[src/design/lsfe_pkg.sv]
// ----------------------------------------------------------------------------
// LED strip frame encoder package
// Shared widths, operation codes, sequencer states and the color wheel helper.
// ----------------------------------------------------------------------------
package lsfe_pkg;

  localparam int unsigned STRIP_LENGTH_DEF = 64;
  localparam int unsigned COLOR_W          = 24;
  localparam int unsigned PIX_W            = 8;
  localparam int unsigned WHEEL_W          = 8;
  localparam int unsigned BYTE_W           = 8;
  localparam int unsigned OP_W             = 3;
  localparam int unsigned BIT_CNT_W        = 5;
  localparam int unsigned CFG_IDX_W        = 1;

  localparam logic [BIT_CNT_W-1:0] LAST_BIT     = BIT_CNT_W'(COLOR_W - 1);
  localparam logic [BYTE_W-1:0]    ONE_PAT_RST  = 8'd248;
  localparam logic [BYTE_W-1:0]    ZERO_PAT_RST = 8'd192;

  localparam logic [CFG_IDX_W-1:0] CFG_ONE_PAT  = 1'b0;
  localparam logic [CFG_IDX_W-1:0] CFG_ZERO_PAT = 1'b1;

  localparam logic [7:0] WHEEL_THIRD     = 8'd85;
  localparam logic [7:0] WHEEL_TWO_THIRD = 8'd170;
  localparam logic [7:0] WHEEL_FULL      = 8'd255;

  typedef enum logic [OP_W-1:0] {
    OP_SET      = 3'd0,
    OP_WHEEL    = 3'd1,
    OP_FILL     = 3'd2,
    OP_FILL_OFF = 3'd3,
    OP_CLEAR    = 3'd4,
    OP_EMIT     = 3'd5
  } op_e;

  typedef enum logic [1:0] {
    ST_IDLE,
    ST_EXEC,
    ST_SWEEP,
    ST_EMIT
  } state_e;

  typedef struct packed {
    logic load;
    logic step;
  } sweep_ctrl_t;

  typedef struct packed {
    logic at_end;
    logic in_range;
  } sweep_stat_t;

  // Maps a wheel position onto a GRB color: red to green to blue and back.
  function automatic logic [COLOR_W-1:0] wheel_color(input logic [WHEEL_W-1:0] pos);
    logic [7:0] p;
    logic [7:0] q;
    logic [9:0] q3;
    logic [7:0] t;
    logic [7:0] c;
    logic [7:0] r;
    logic [7:0] g;
    logic [7:0] b;
    p = WHEEL_FULL - pos;
    if (p < WHEEL_THIRD) begin
      q = p;
    end else if (p < WHEEL_TWO_THIRD) begin
      q = p - WHEEL_THIRD;
    end else begin
      q = p - WHEEL_TWO_THIRD;
    end
    q3 = {2'b00, q} + {1'b0, q, 1'b0};
    t  = q3[7:0];
    c  = WHEEL_FULL - t;
    if (p < WHEEL_THIRD) begin
      r = c;
      g = 8'd0;
      b = t;
    end else if (p < WHEEL_TWO_THIRD) begin
      r = 8'd0;
      g = t;
      b = c;
    end else begin
      r = t;
      g = c;
      b = 8'd0;
    end
    return {g, r, b};
  endfunction

endpackage

[src/design/lsfe_pixel_store.sv]
// ----------------------------------------------------------------------------
// LED strip frame encoder pixel store
// One write port and one registered read port; per-entry valid bits make
// unwritten or cleared entries read as black.
// ----------------------------------------------------------------------------
module lsfe_pixel_store #(
  parameter int unsigned DEPTH = 64,
  parameter int unsigned IDX_W = 6
) (
  input  logic                        clk_i,
  input  logic                        rst_ni,
  input  logic                        wr_en_i,
  input  logic [IDX_W-1:0]            wr_addr_i,
  input  logic [lsfe_pkg::COLOR_W-1:0] wr_data_i,
  input  logic                        clr_i,
  input  logic                        rd_en_i,
  input  logic [IDX_W-1:0]            rd_addr_i,
  output logic [lsfe_pkg::COLOR_W-1:0] rd_data_o
);
  import lsfe_pkg::*;

  logic [COLOR_W-1:0] mem [DEPTH];
  logic [DEPTH-1:0]   valid_q;
  logic [COLOR_W-1:0] rd_raw_q;
  logic               rd_valid_q;

  always_ff @(posedge clk_i) begin
    if (wr_en_i) begin
      mem[wr_addr_i] <= wr_data_i;
    end
    if (rd_en_i) begin
      rd_raw_q <= mem[rd_addr_i];
    end
  end

  always_ff @(posedge clk_i or negedge rst_ni) begin
    if (!rst_ni) begin
      valid_q    <= '0;
      rd_valid_q <= 1'b0;
    end else begin
      if (clr_i) begin
        valid_q <= '0;
      end else if (wr_en_i) begin
        valid_q[wr_addr_i] <= 1'b1;
      end
      if (rd_en_i) begin
        rd_valid_q <= valid_q[rd_addr_i];
      end
    end
  end

  assign rd_data_o = rd_valid_q ? rd_raw_q : '0;

endmodule

[src/design/lsfe_sweep_unit.sv]
// ----------------------------------------------------------------------------
// LED strip frame encoder sweep unit
// Shared address counter with end-of-run and range compare, used by fills.
// ----------------------------------------------------------------------------
module lsfe_sweep_unit #(
  parameter int unsigned IDX_W = 6
) (
  input  logic                     clk_i,
  input  logic                     rst_ni,
  input  lsfe_pkg::sweep_ctrl_t    ctrl_i,
  input  logic [IDX_W-1:0]         start_i,
  input  logic [IDX_W-1:0]         stop_i,
  input  logic [lsfe_pkg::PIX_W-1:0] lo_i,
  input  logic [lsfe_pkg::PIX_W-1:0] hi_i,
  output logic [IDX_W-1:0]         idx_o,
  output lsfe_pkg::sweep_stat_t    stat_o
);
  import lsfe_pkg::*;

  logic [IDX_W-1:0] cnt_q, cnt_d;
  logic [IDX_W-1:0] stop_q, stop_d;
  logic [PIX_W:0]   cnt_ext;

  always_comb begin
    cnt_d  = cnt_q;
    stop_d = stop_q;
    if (ctrl_i.load) begin
      cnt_d  = start_i;
      stop_d = stop_i;
    end else if (ctrl_i.step) begin
      cnt_d = cnt_q + 1'b1;
    end
  end

  always_ff @(posedge clk_i or negedge rst_ni) begin
    if (!rst_ni) begin
      cnt_q  <= '0;
      stop_q <= '0;
    end else begin
      cnt_q  <= cnt_d;
      stop_q <= stop_d;
    end
  end

  assign cnt_ext         = (PIX_W + 1)'(cnt_q);
  assign idx_o           = cnt_q;
  assign stat_o.at_end   = (cnt_q == stop_q);
  assign stat_o.in_range = (cnt_ext >= {1'b0, lo_i}) && (cnt_ext <= {1'b0, hi_i});

endmodule

[src/design/led_strip_frame_encoder.sv]
// ----------------------------------------------------------------------------
// LED strip frame encoder
// Pixel frame store with a small sequencer that writes pixels, fills ranges
// and serializes the frame into one line byte per color bit.
// ----------------------------------------------------------------------------
// Set pixel, wheel pixel, clear and unused codes: the execute state acts, then
// returns to idle. Emit byte: the execute state reads the pixel memory and the
// emit state loads the byte into the output register; the emit state waits only
// while the output stalls. Fill range: the sweep state writes each pixel of the
// range; others-off fill sweeps all STRIP_LENGTH pixels, one memory write per
// cycle through the sweep counter.
// Reset clears all valid bits at once, so the frame reads black right away.
// ----------------------------------------------------------------------------
module led_strip_frame_encoder #(
  parameter int unsigned STRIP_LENGTH = lsfe_pkg::STRIP_LENGTH_DEF
) (
  input  logic                          clk_i,
  input  logic                          rst_ni,
  // Input stream
  input  logic                          s_tvalid_i,
  output logic                          s_tready_o,
  // tdata: first_pixel[7:0], last_pixel[15:8], color[39:16], wheel_position[47:40]
  input  logic [47:0]                   s_tdata_i,
  // tuser: operation[2:0]
  input  logic [lsfe_pkg::OP_W-1:0]     s_tuser_i,
  // Output stream
  output logic                          m_tvalid_o,
  input  logic                          m_tready_i,
  // tdata: line_byte[7:0]
  output logic [lsfe_pkg::BYTE_W-1:0]   m_tdata_o,
  // tlast: frame_end
  output logic                          m_tlast_o,
  // Configuration write port
  input  logic                          cfg_we_i,
  input  logic [lsfe_pkg::CFG_IDX_W-1:0] cfg_idx_i,
  input  logic [lsfe_pkg::BYTE_W-1:0]   cfg_data_i
);
  import lsfe_pkg::*;

  localparam int unsigned    IDX_W    = (STRIP_LENGTH > 1) ? $clog2(STRIP_LENGTH) : 1;
  localparam logic [PIX_W:0] LEN      = (PIX_W + 1)'(STRIP_LENGTH);
  localparam logic [IDX_W-1:0] LAST_IDX = IDX_W'(STRIP_LENGTH - 1);

  // Sequencer state and latched request.
  state_e             state_q, state_d;
  op_e                op_q;
  logic [PIX_W-1:0]   first_q;
  logic [PIX_W-1:0]   last_q;
  logic [COLOR_W-1:0] color_q;
  logic [WHEEL_W-1:0] wheel_q;

  // Line patterns.
  logic [BYTE_W-1:0]  one_pat_q;
  logic [BYTE_W-1:0]  zero_pat_q;

  // Emission position: pixel, then bit counted from the MSB.
  logic [IDX_W-1:0]     emit_pix_q, emit_pix_d;
  logic [BIT_CNT_W-1:0] emit_bit_q, emit_bit_d;

  // Output register.
  logic               m_valid_q, m_valid_d;
  logic [BYTE_W-1:0]  m_data_q;
  logic               m_last_q;

  // Memory and sweep hookup.
  logic               wr_en;
  logic [IDX_W-1:0]   wr_addr;
  logic [COLOR_W-1:0] wr_data;
  logic               clr_all;
  logic               rd_en;
  logic [COLOR_W-1:0] rd_data;
  sweep_ctrl_t        sweep_ctrl;
  sweep_stat_t        sweep_stat;
  logic [IDX_W-1:0]   sweep_start;
  logic [IDX_W-1:0]   sweep_stop;
  logic [IDX_W-1:0]   sweep_idx;

  logic               accept;
  logic               load_out;
  logic               first_fits;
  logic               last_fits;
  logic               pix_bit;
  logic               frame_end;

  assign s_tready_o = (state_q == ST_IDLE);
  assign accept     = s_tvalid_i && s_tready_o;
  assign first_fits = ({1'b0, first_q} < LEN);
  assign last_fits  = ({1'b0, last_q} < LEN);

  // A fill sweep ends at the last pixel of the range, clipped to the strip; an others-off fill ends at the last pixel.
  assign sweep_start = (op_q == OP_FILL) ? first_q[IDX_W-1:0] : '0;
  assign sweep_stop  = ((op_q == OP_FILL) && last_fits) ? last_q[IDX_W-1:0] : LAST_IDX;

  // Bit selection from the pixel just read; MSB goes first.
  assign pix_bit   = rd_data[LAST_BIT - emit_bit_q];
  assign frame_end = (emit_pix_q == LAST_IDX) && (emit_bit_q == LAST_BIT);

  always_comb begin
    state_d         = state_q;
    wr_en           = 1'b0;
    wr_addr         = first_q[IDX_W-1:0];
    wr_data         = color_q;
    clr_all         = 1'b0;
    rd_en           = 1'b0;
    load_out        = 1'b0;
    sweep_ctrl.load = 1'b0;
    sweep_ctrl.step = 1'b0;
    emit_pix_d      = emit_pix_q;
    emit_bit_d      = emit_bit_q;

    unique case (state_q)
      ST_IDLE: begin
        if (accept) begin
          state_d = ST_EXEC;
        end
      end
      ST_EXEC: begin
        state_d = ST_IDLE;
        unique case (op_q)
          OP_SET: begin
            wr_en = first_fits;
          end
          OP_WHEEL: begin
            wr_en   = first_fits;
            wr_data = wheel_color(wheel_q);
          end
          OP_FILL: begin
            // A reversed range or one that starts past the strip writes nothing.
            if (first_fits && (first_q <= last_q)) begin
              sweep_ctrl.load = 1'b1;
              state_d         = ST_SWEEP;
            end
          end
          OP_FILL_OFF: begin
            sweep_ctrl.load = 1'b1;
            state_d         = ST_SWEEP;
          end
          OP_CLEAR: begin
            clr_all    = 1'b1;
            emit_pix_d = '0;
            emit_bit_d = '0;
          end
          OP_EMIT: begin
            rd_en   = 1'b1;
            state_d = ST_EMIT;
          end
          default: begin
            state_d = ST_IDLE;
          end
        endcase
      end
      ST_SWEEP: begin
        wr_en   = 1'b1;
        wr_addr = sweep_idx;
        // Others-off fill blanks every pixel outside the range.
        if ((op_q == OP_FILL_OFF) && !sweep_stat.in_range) begin
          wr_data = '0;
        end
        if (sweep_stat.at_end) begin
          state_d = ST_IDLE;
        end else begin
          sweep_ctrl.step = 1'b1;
        end
      end
      ST_EMIT: begin
        if (!m_valid_q || m_tready_i) begin
          load_out = 1'b1;
          state_d  = ST_IDLE;
          if (emit_bit_q == LAST_BIT) begin
            emit_bit_d = '0;
            emit_pix_d = (emit_pix_q == LAST_IDX) ? '0 : emit_pix_q + 1'b1;
          end else begin
            emit_bit_d = emit_bit_q + 1'b1;
          end
        end
      end
      default: begin
        state_d = ST_IDLE;
      end
    endcase
  end

  always_comb begin
    m_valid_d = m_valid_q;
    if (load_out) begin
      m_valid_d = 1'b1;
    end else if (m_tready_i) begin
      m_valid_d = 1'b0;
    end
  end

  always_ff @(posedge clk_i or negedge rst_ni) begin
    if (!rst_ni) begin
      state_q    <= ST_IDLE;
      emit_pix_q <= '0;
      emit_bit_q <= '0;
      m_valid_q  <= 1'b0;
      one_pat_q  <= ONE_PAT_RST;
      zero_pat_q <= ZERO_PAT_RST;
      op_q       <= OP_SET;
    end else begin
      state_q    <= state_d;
      emit_pix_q <= emit_pix_d;
      emit_bit_q <= emit_bit_d;
      m_valid_q  <= m_valid_d;
      if (accept) begin
        op_q <= op_e'(s_tuser_i);
      end
      if (cfg_we_i) begin
        unique case (cfg_idx_i)
          CFG_ONE_PAT:  one_pat_q  <= cfg_data_i;
          CFG_ZERO_PAT: zero_pat_q <= cfg_data_i;
          default:      one_pat_q  <= one_pat_q;
        endcase
      end
    end
  end

  // Request payload and output data carry no reset.
  always_ff @(posedge clk_i) begin
    if (accept) begin
      first_q <= s_tdata_i[7:0];
      last_q  <= s_tdata_i[15:8];
      color_q <= s_tdata_i[39:16];
      wheel_q <= s_tdata_i[47:40];
    end
    if (load_out) begin
      m_data_q <= pix_bit ? one_pat_q : zero_pat_q;
      m_last_q <= frame_end;
    end
  end

  assign m_tvalid_o = m_valid_q;
  assign m_tdata_o  = m_data_q;
  assign m_tlast_o  = m_last_q;

  lsfe_pixel_store #(
    .DEPTH (STRIP_LENGTH),
    .IDX_W (IDX_W)
  ) u_store (
    .clk_i     (clk_i),
    .rst_ni    (rst_ni),
    .wr_en_i   (wr_en),
    .wr_addr_i (wr_addr),
    .wr_data_i (wr_data),
    .clr_i     (clr_all),
    .rd_en_i   (rd_en),
    .rd_addr_i (emit_pix_q),
    .rd_data_o (rd_data)
  );

  lsfe_sweep_unit #(
    .IDX_W (IDX_W)
  ) u_sweep (
    .clk_i   (clk_i),
    .rst_ni  (rst_ni),
    .ctrl_i  (sweep_ctrl),
    .start_i (sweep_start),
    .stop_i  (sweep_stop),
    .lo_i    (first_q),
    .hi_i    (last_q),
    .idx_o   (sweep_idx),
    .stat_o  (sweep_stat)
  );

endmodule
[config.mk]
export PLATFORM = sky130hd
export DESIGN_NAME = led_strip_frame_encoder
export DESIGN_NICKNAME = d
export VERILOG_FILES = /design/src/design/lsfe_pkg.sv /design/src/design/lsfe_pixel_store.sv /design/src/design/lsfe_sweep_unit.sv /design/src/design/led_strip_frame_encoder.sv
export SDC_FILE = /design/constraint.sdc
export NUM_CORES = 2
export LEC_CHECK = 0
export ABC_AREA = 1
export BUFFER_PORTS_ARGS = -buffer_cell sky130_fd_sc_hd__buf_2
export CAP_MARGIN = 10
export CORE_MARGIN = 4
export CORE_UTILIZATION = 60
export CTS_BUF_LIST = sky130_fd_sc_hd__clkbuf_4
export DETAILED_ROUTE_END_ITERATION = 7
export PLACE_DENSITY = 0.76
export SLEW_MARGIN = 30
export SYNTH_ARGS = -nofsm -noshare
export SYNTH_HDL_FRONTEND = slang
export SYNTH_HIERARCHICAL = 1
export SYNTH_SLANG_ARGS = --single-unit
[constraint.sdc]
create_clock -name clk_i -period 8.6 [get_ports clk_i]
set_clock_uncertainty 0.15 [all_clocks]
set_input_delay 1.72 -clock clk_i [delete_from_list [all_inputs] [get_ports clk_i]]
set_output_delay 1.72 -clock clk_i [all_outputs]
set_load 0.02 [all_outputs]
== Word level (Yosys, flattened, before mapping) ==
Memories as Yosys holds them, arrays and structs flattened. A register that Yosys moved wholly into a read port is not among the register bits.
Cells that the tools add are included.
Operators by class
  div/mod/pow operators: 0
  bitwise gates (word level): 2
  reduce and logical (&&, ||, !) cells: 22
  muxes and demuxes: 60
  multipliers: 0
  shift-type cells: 0
  magnitude comparators: 11
  $add $sub $neg: 9
  equal/unequal tests: 16
Operators with widths (count)
  $mux W64: 2
  $mux W8: 11
  $mux W24: 3
  $or A64 B64 Y64: 1
  $mux W6: 9
  $pmux W24 S2: 1
  $lt A8 B7 Y1 const B: 3
  $mux W1: 18
  $sub A8 B8 Y8 const A: 2
  $mux W5: 3
  $lt A6 B7 Y1 const B: 2
  $add A6 B1 Y6 const B: 2
  $pmux W6 S2: 1
  $pmux W5 S2: 1
  $add A8 B8 Y8: 1
  $ge A6 B8 Y1: 1
  $le A6 B8 Y1: 1
  $le A8 B8 Y1: 1
  $lt A8 B8 Y1 const B: 1
  $mux W2: 4
  $pmux W2 S4: 1
  $reduce_bool A2 Y1: 4
  $sub A8 B7 Y8 const B: 1
  $sub A8 B8 Y8 const B: 1
  other kinds (29): 45
Storage, ports and cells
  logic and storage cells: 138
  memories kept: 1
  latch bits: 0
  input port bits: 65
  memory bits (writable): 1536
  bits in registers: 167
  memory bits (read-only): 0
  output and inout port bits: 11
Memories
  u_store.mem: words 64, bits a word 24, rd ports 1, clocked after memory_dff 1, wr ports 1, line lsfe_pixel_store.sv:22  | logic [COLOR_W-1:0] mem [DEPTH];

== Depth between registers and ports, before layout ==
  depth in word-level cells: 12
  mapped depth: 26
  mapped depth without buffers: 25

== Modules after synthesis ==
The synthesis kept the hierarchy.
Modules (own cells, without submodules)
  lsfe_pixel_store: seq. area each 48471.5 um^2, times used 1, cells an instance 5313, area each 64888.5 um^2
  led_strip_frame_encoder: seq. area each 2546.2 um^2, times used 1, cells an instance 657, area each 5416.4 um^2
  lsfe_sweep_unit: seq. area each 300.3 um^2, times used 1, cells an instance 140, area each 982.2 um^2

== Worst setup path after synthesis ==
Ideal clock, no wire load.
  kind: reg2reg
  from: register wheel_q[1]
  to: memory u_store.mem[0][13], data pin
  slack: 2321 ps
  arrival time: 5409 ps
  cell stages (with the launch flop): 18
  path buffers: 0
  period minus slack after synthesis: 6279 ps
  library setup time: 720 ps
  required time: 7730 ps
  cells stage by stage: edfxtp_1 > ha_1 > o21ai_2 > a21oi_4 > nor2_1 > inv_1 > nor2_1 > nor2_1 > inv_1 > ha_1 > inv_1 > fa_1 > o21ai_0 > xor2_1 > nand2_1 > nand2_1 > a21oi_1 > o31ai_1
On the way
  cells in the longest elaborated chain, start to end: 11
  elaborated cells between the ends (all ways): 15
  those cells by class: add/sub: 5; order compare: 2; mux: 8
RTL lines
  start: declaration: line led_strip_frame_encoder.sv:50  | logic [WHEEL_W-1:0] wheel_q;
  start signal: assignment: line led_strip_frame_encoder.sv:225  | wheel_q <= s_tdata_i[47:40];
  $sub A8 B8 Y8 *: line lsfe_pkg.sv:63  | p = WHEEL_FULL - pos;
  $sub A8 B8 Y8 (tied with other cells): line lsfe_pkg.sv:69  | q = p - WHEEL_TWO_THIRD;
  $mux W8: line lsfe_pkg.sv:66  | end else if (p < WHEEL_TWO_THIRD) begin
  $mux W8: line lsfe_pkg.sv:64  | if (p < WHEEL_THIRD) begin
  $mux W8: line led_strip_frame_encoder.sv:119  | unique case (op_q)
  $mux W8: line led_strip_frame_encoder.sv:111  | unique case (state_q)
  $add A8 B8 Y8: line lsfe_pkg.sv:71  | q3 = {2'b00, q} + {1'b0, q, 1'b0};
  $sub A8 B8 Y8 / $mux W8 (equally long branches): line lsfe_pkg.sv:73, lsfe_pkg.sv:78
  $mux W8 *: line lsfe_pkg.sv:74  | if (p < WHEEL_THIRD) begin
  $mux W24 *: line led_strip_frame_encoder.sv:119
  $pmux W24 S2 *: line led_strip_frame_encoder.sv:111
  via wr_data[13]: line led_strip_frame_encoder.sv:68  | logic [COLOR_W-1:0] wr_data;
  end: declaration: line lsfe_pixel_store.sv:22
Mark *: on every way through the listed nets, which the timed path passes. The rest lies on a longest branch. The select of a mux whose other input is x is not followed.

== Final worst setup path ==
  from: register wheel_q[5]
  to: memory u_store.mem[11][13], data pin
Same word-level chain as after synthesis.

==> results.env <==
PLACED_AREA_UM2=73400
PATH_CLK_SLEW_NS=0.06
CTS_ROOT_BUFFER='clkbuf_4'
SYNTH_SEQUENTIAL_AREA_RATIO_PCT=72.0
GRT_PASS1_VIAS=48000
FINALSETUPTNS_NS=0
TIMING_WORST_SETUP_PATH_TYPE='flip-flop to flip-flop'
GRT_START_MAX_NET_PINS=204
WORST-ENDPOINT-REQUIRED_NS=9.36
POSTSYNTHCELLCOUNT=6110
POST_SYNTHESIS_AREA_PER_INSTANCE_UM2=11.7
WORSTHOLDPATHTYPE='flip-flop to flip-flop'
ROUTED-VIA-COUNT=49900
POSTSYNTHNETCOUNT=6217
FIN_CELLS=8216
MAX_STAGE_DELAY_NS=0.63
DIE_X_UM=353
SYNTH_TOP_CELL_AREA_SHARE_PCT=68.1
CORE_AREA_UM2=118000
ROUTED_WIRE_LENGTH_PER_INSTANCE_UM=22.6
REGTOREGSETUPSLACK_NS=3.72
LAYOUT.FILLER_CELLS=8445
CTS_HOLD_BUFFERS=0
ANTENNA_VIOLATING_NETS_POST_ROUTE=0
CLOCK_LATENCY_NS=1.33
ROUTE.DETAILED.DRC=0
MAX-CLOCK-PATH-BUFFERS=4
PORTBUFFERS=75
POST_ROUTE_CELLS_DRIVE_ABOVE_1_SHARE_PCT=14.8
SYNTH_TO_LAYOUT_AREA_GROWTH_PCT=10.3
CTS_RESIZED=0
POWER.DENSITY_nW_PER_UM2=352
GRT_USAGE_PCT=29.4
SETUP.WORST_PATH.END='u_store/mem[11][13]'
SYNTH_TOP_FLOP_CELL='edfxtp_1'
WORST_PIN_SLEW_NS=1.07
DPL.HPWL_MM=96.8
NUMPLACEDINSTANCES=7477
FIRST_PASS_ITERS=6
WORSTPATHCELLLIST='nor2_1 -> o21ai_2 -> nand2_2 -> nor2_1 -> inv_1 -> nor2_1 -> nor2_1 -> inv_1 -> ha_1 -> inv_1 -> fa_1 -> o21ai_0 -> xor2_1 -> nand2_1 -> nand2_1 -> a21oi_1 -> o31ai_4 -> buf_4'
PATH_MAX_FANOUT=64
RUN_STATUS='complete, no violations'
CTS_SETUP_BUFFERS=0
SYNTH_EDF_COUNT=1617
ENDPOINT_KIND='flip-flop'
RELATIVE_SLEW_MARGINS_PCT=27.7
FINALMAXSLEWVIOLATIONS=0
DETAIL_ROUTE.ITER0.VIOLATIONS=6624
NUMBER_OF_ANTENNA_VIOLATIONS_AT_THE_FIRST_CHECK_IN_GLOBAL_ROUTING=2
DIE-AREA_UM2=124000
POWER.TOTAL_mW=27.7
R2R_CELLS=18
YS_TYPES=48
DESIGN.FINAL.NETS=6479
INITIAL_UTILIZATION_PCT=60.4
FINAL_UTIL_PCT=66.6
VDD_IR_DROP_MAX_uV=370
TIMING.RR.START='wheel_q[5]'
CTS-BUFFERS-INSERTED=427
CLOCK_TREE_FROM_TRITONCTS='done'
CRIT_ARRIVAL_NS=5.64
SYNTHESIS.AREA_UM2=71300
WORSTSETUPSTARTPOINT='wheel_q[5]'
PLACE_CONGESTION=0.917
HTREE_NUM_LEVELS=5
MAX_CAP_VIOL=0
DESIGN.PORTCOUNT=76
WIRELENGTH_MM=186
YOSYSWARNINGS=6
CLOCK-SINKS=1727
P_LEAK_nW=28.8
CRITPATHSLOWESTCELL='buf_4'
YOSYS.CELL_COUNT.TOP_TYPE='edfxtp_1'
SYNTH.TOP_CELLS.BY_COUNT='edfxtp_1 (1617), nand2_1 (1073), nor2_1 (907)'
AVERAGE_VIAS_PER_PLACED_INSTANCE=6.08
HEIGHT_OF_THE_CHIP_UM=353
SYNTHTOPCELLSBYAREA='edfxtp_1 (68%), nand2_1 (5.6%), o21ai_0 (5.5%), nor2_1 (4.8%), dfrtp_1 (3.6%)'
GLOBAL_ROUTE.OVERFLOW_TOTAL=0
SYNTHARSTFLOPSHARE_PCT=6.37
FINAL_MIN_PERIOD_OVER_CLOCK_PERIOD_PCT=56.8
CRIT_TOP_CELL='nor2_1'
ROW_COUNT=126
FINISH.INSTANCE_AREA_UM2=78600
RSZ0062_AT_GRT='no'
SYNTH_TOP_CELL_BY_AREA='edfxtp_1'
PERIOD_MINUS_SLACK_NS=4.88
REPORT.FINAL.SETUP_VIOL=0
MAX_CLOCK_FREQ_GHz=0.205
POST_SYNTHESIS_SEQUENTIAL_ELEMENT_COUNT=1727
FIRST_PASS_GRT_WIRE_LENGTH_MM=279
WORST_SETUP_PATH_START_KIND='flip-flop'
HOLD_VIOLATIONS=0
CRIT-REG2REG-CAPTURE='u_store/mem[11][13]'
==> state kept, by name (all words and copies together) (netlist names), 2 cells and up <==
signal            count
one_pat_q             8
zero_pat_q            8
wheel_q               8
emit_bit_q            5
m_tdata_o             8
last_q                8
color_q              24
u_store/mem        1536
u_store/rd_raw_q     24
first_q               8
u_sweep/idx_o         6
state_q               2
op_q                  3
emit_pix_q            6
u_sweep/stop_q        6
u_store/valid_q      64
==> placed cells by master (no fill, tap or decap), types with 8 or more instances in the layout <==
master / instances
clkbuf_4: 628
nor2_2: 65
o21ai_0: 767
xor2_1: 11
nand3_1: 357
o21ai_1: 56
dfrtp_1: 99
clkinv_2: 8
ha_1: 41
clkinv_1: 94
buf_4: 119
edfxtp_1: 1617
buf_2: 74
nand2_1: 1070
inv_2: 14
o21ai_4: 17
a21oi_1: 126
o22ai_1: 318
nor3_1: 18
nor2_1: 843
inv_1: 241
==> logic make-up (layout without fill, tap and decap cells) <==
family          after synthesis  after routing  synth area share [%]
simple gates               2379           2379                  13.3
xor+xnor                     14             14                 0.172
mux                           1              1                0.0316
buf+inv                     633           1199                  3.86
other cells                   0              4                     0
fa+ha+maj                    42             42                 0.748
compound gates             1314           1314                  9.90
flops                      1727           1727                  72.0
==> metal layers <==
layer	vias up	wire (µm)	GRT usage, %
li1	22500	-	-
met1	23800	68700	39.6
met2	3251	86500	46.1
met3	407	23200	6.86
met4	0	7630	13.3
met5	-	0	0
==> worst min path at each step <==
stage,startpoint,to,slack [ns],cells past startpoint
CTS,rst_ni,zero_pat_q[4],0.23,1
floorplan,one_pat_q[0],one_pat_q[0],0.30,2
global route,rst_ni,one_pat_q[2],0.26,1
detailed placement,zero_pat_q[5],zero_pat_q[5],0.32,2
global placement,one_pat_q[1],one_pat_q[1],0.32,2
finish,zero_pat_q[5],zero_pat_q[5],0.34,2
==> power breakdown <==
part	internal [mW]	switching [mW]	total (mW)
clock	3.37	3.11	6.48
combinational	2.17	7.43	9.60
sequential	11.3	0.281	11.6
total	16.9	10.8	27.7
==> stage by stage <==
stage,hold slack [ns],worst slack [ns]
final,0.339,3.72
after global routing,0.264,3.24
after CTS,0.225,3.74
after detailed placement,0.324,3.89
after global placement,0.317,3.63
after floorplan,0.303,2.32
==> critical path: cells and delay by family, from the launching register on <==
family / cells / cell delay [ns]
buffers and inverters: 4 / 0.92
and+or+nand+nor: 7 / 1.19
DFF: 1 / 0.57
xor gates and xnor gates: 1 / 0.32
adders and majority gates: 2 / 0.59
AOI/OAI and AO/OA: 4 / 0.68
==> layout make-up <==
cell class              instances  area, µm²  area share (%)
flip-flops and latches       1727      51300            65.3
multi-input cells            3750      17700            22.5
clock buffers                 628       4710            6.00
well taps                    1536       1920            2.44
repair buffers                205       1510            1.92
inverters                     261       1020            1.30
clock inverters               105        463           0.589
diodes                          4       10.0          0.0127
Power figures use the tool's default switching activity.
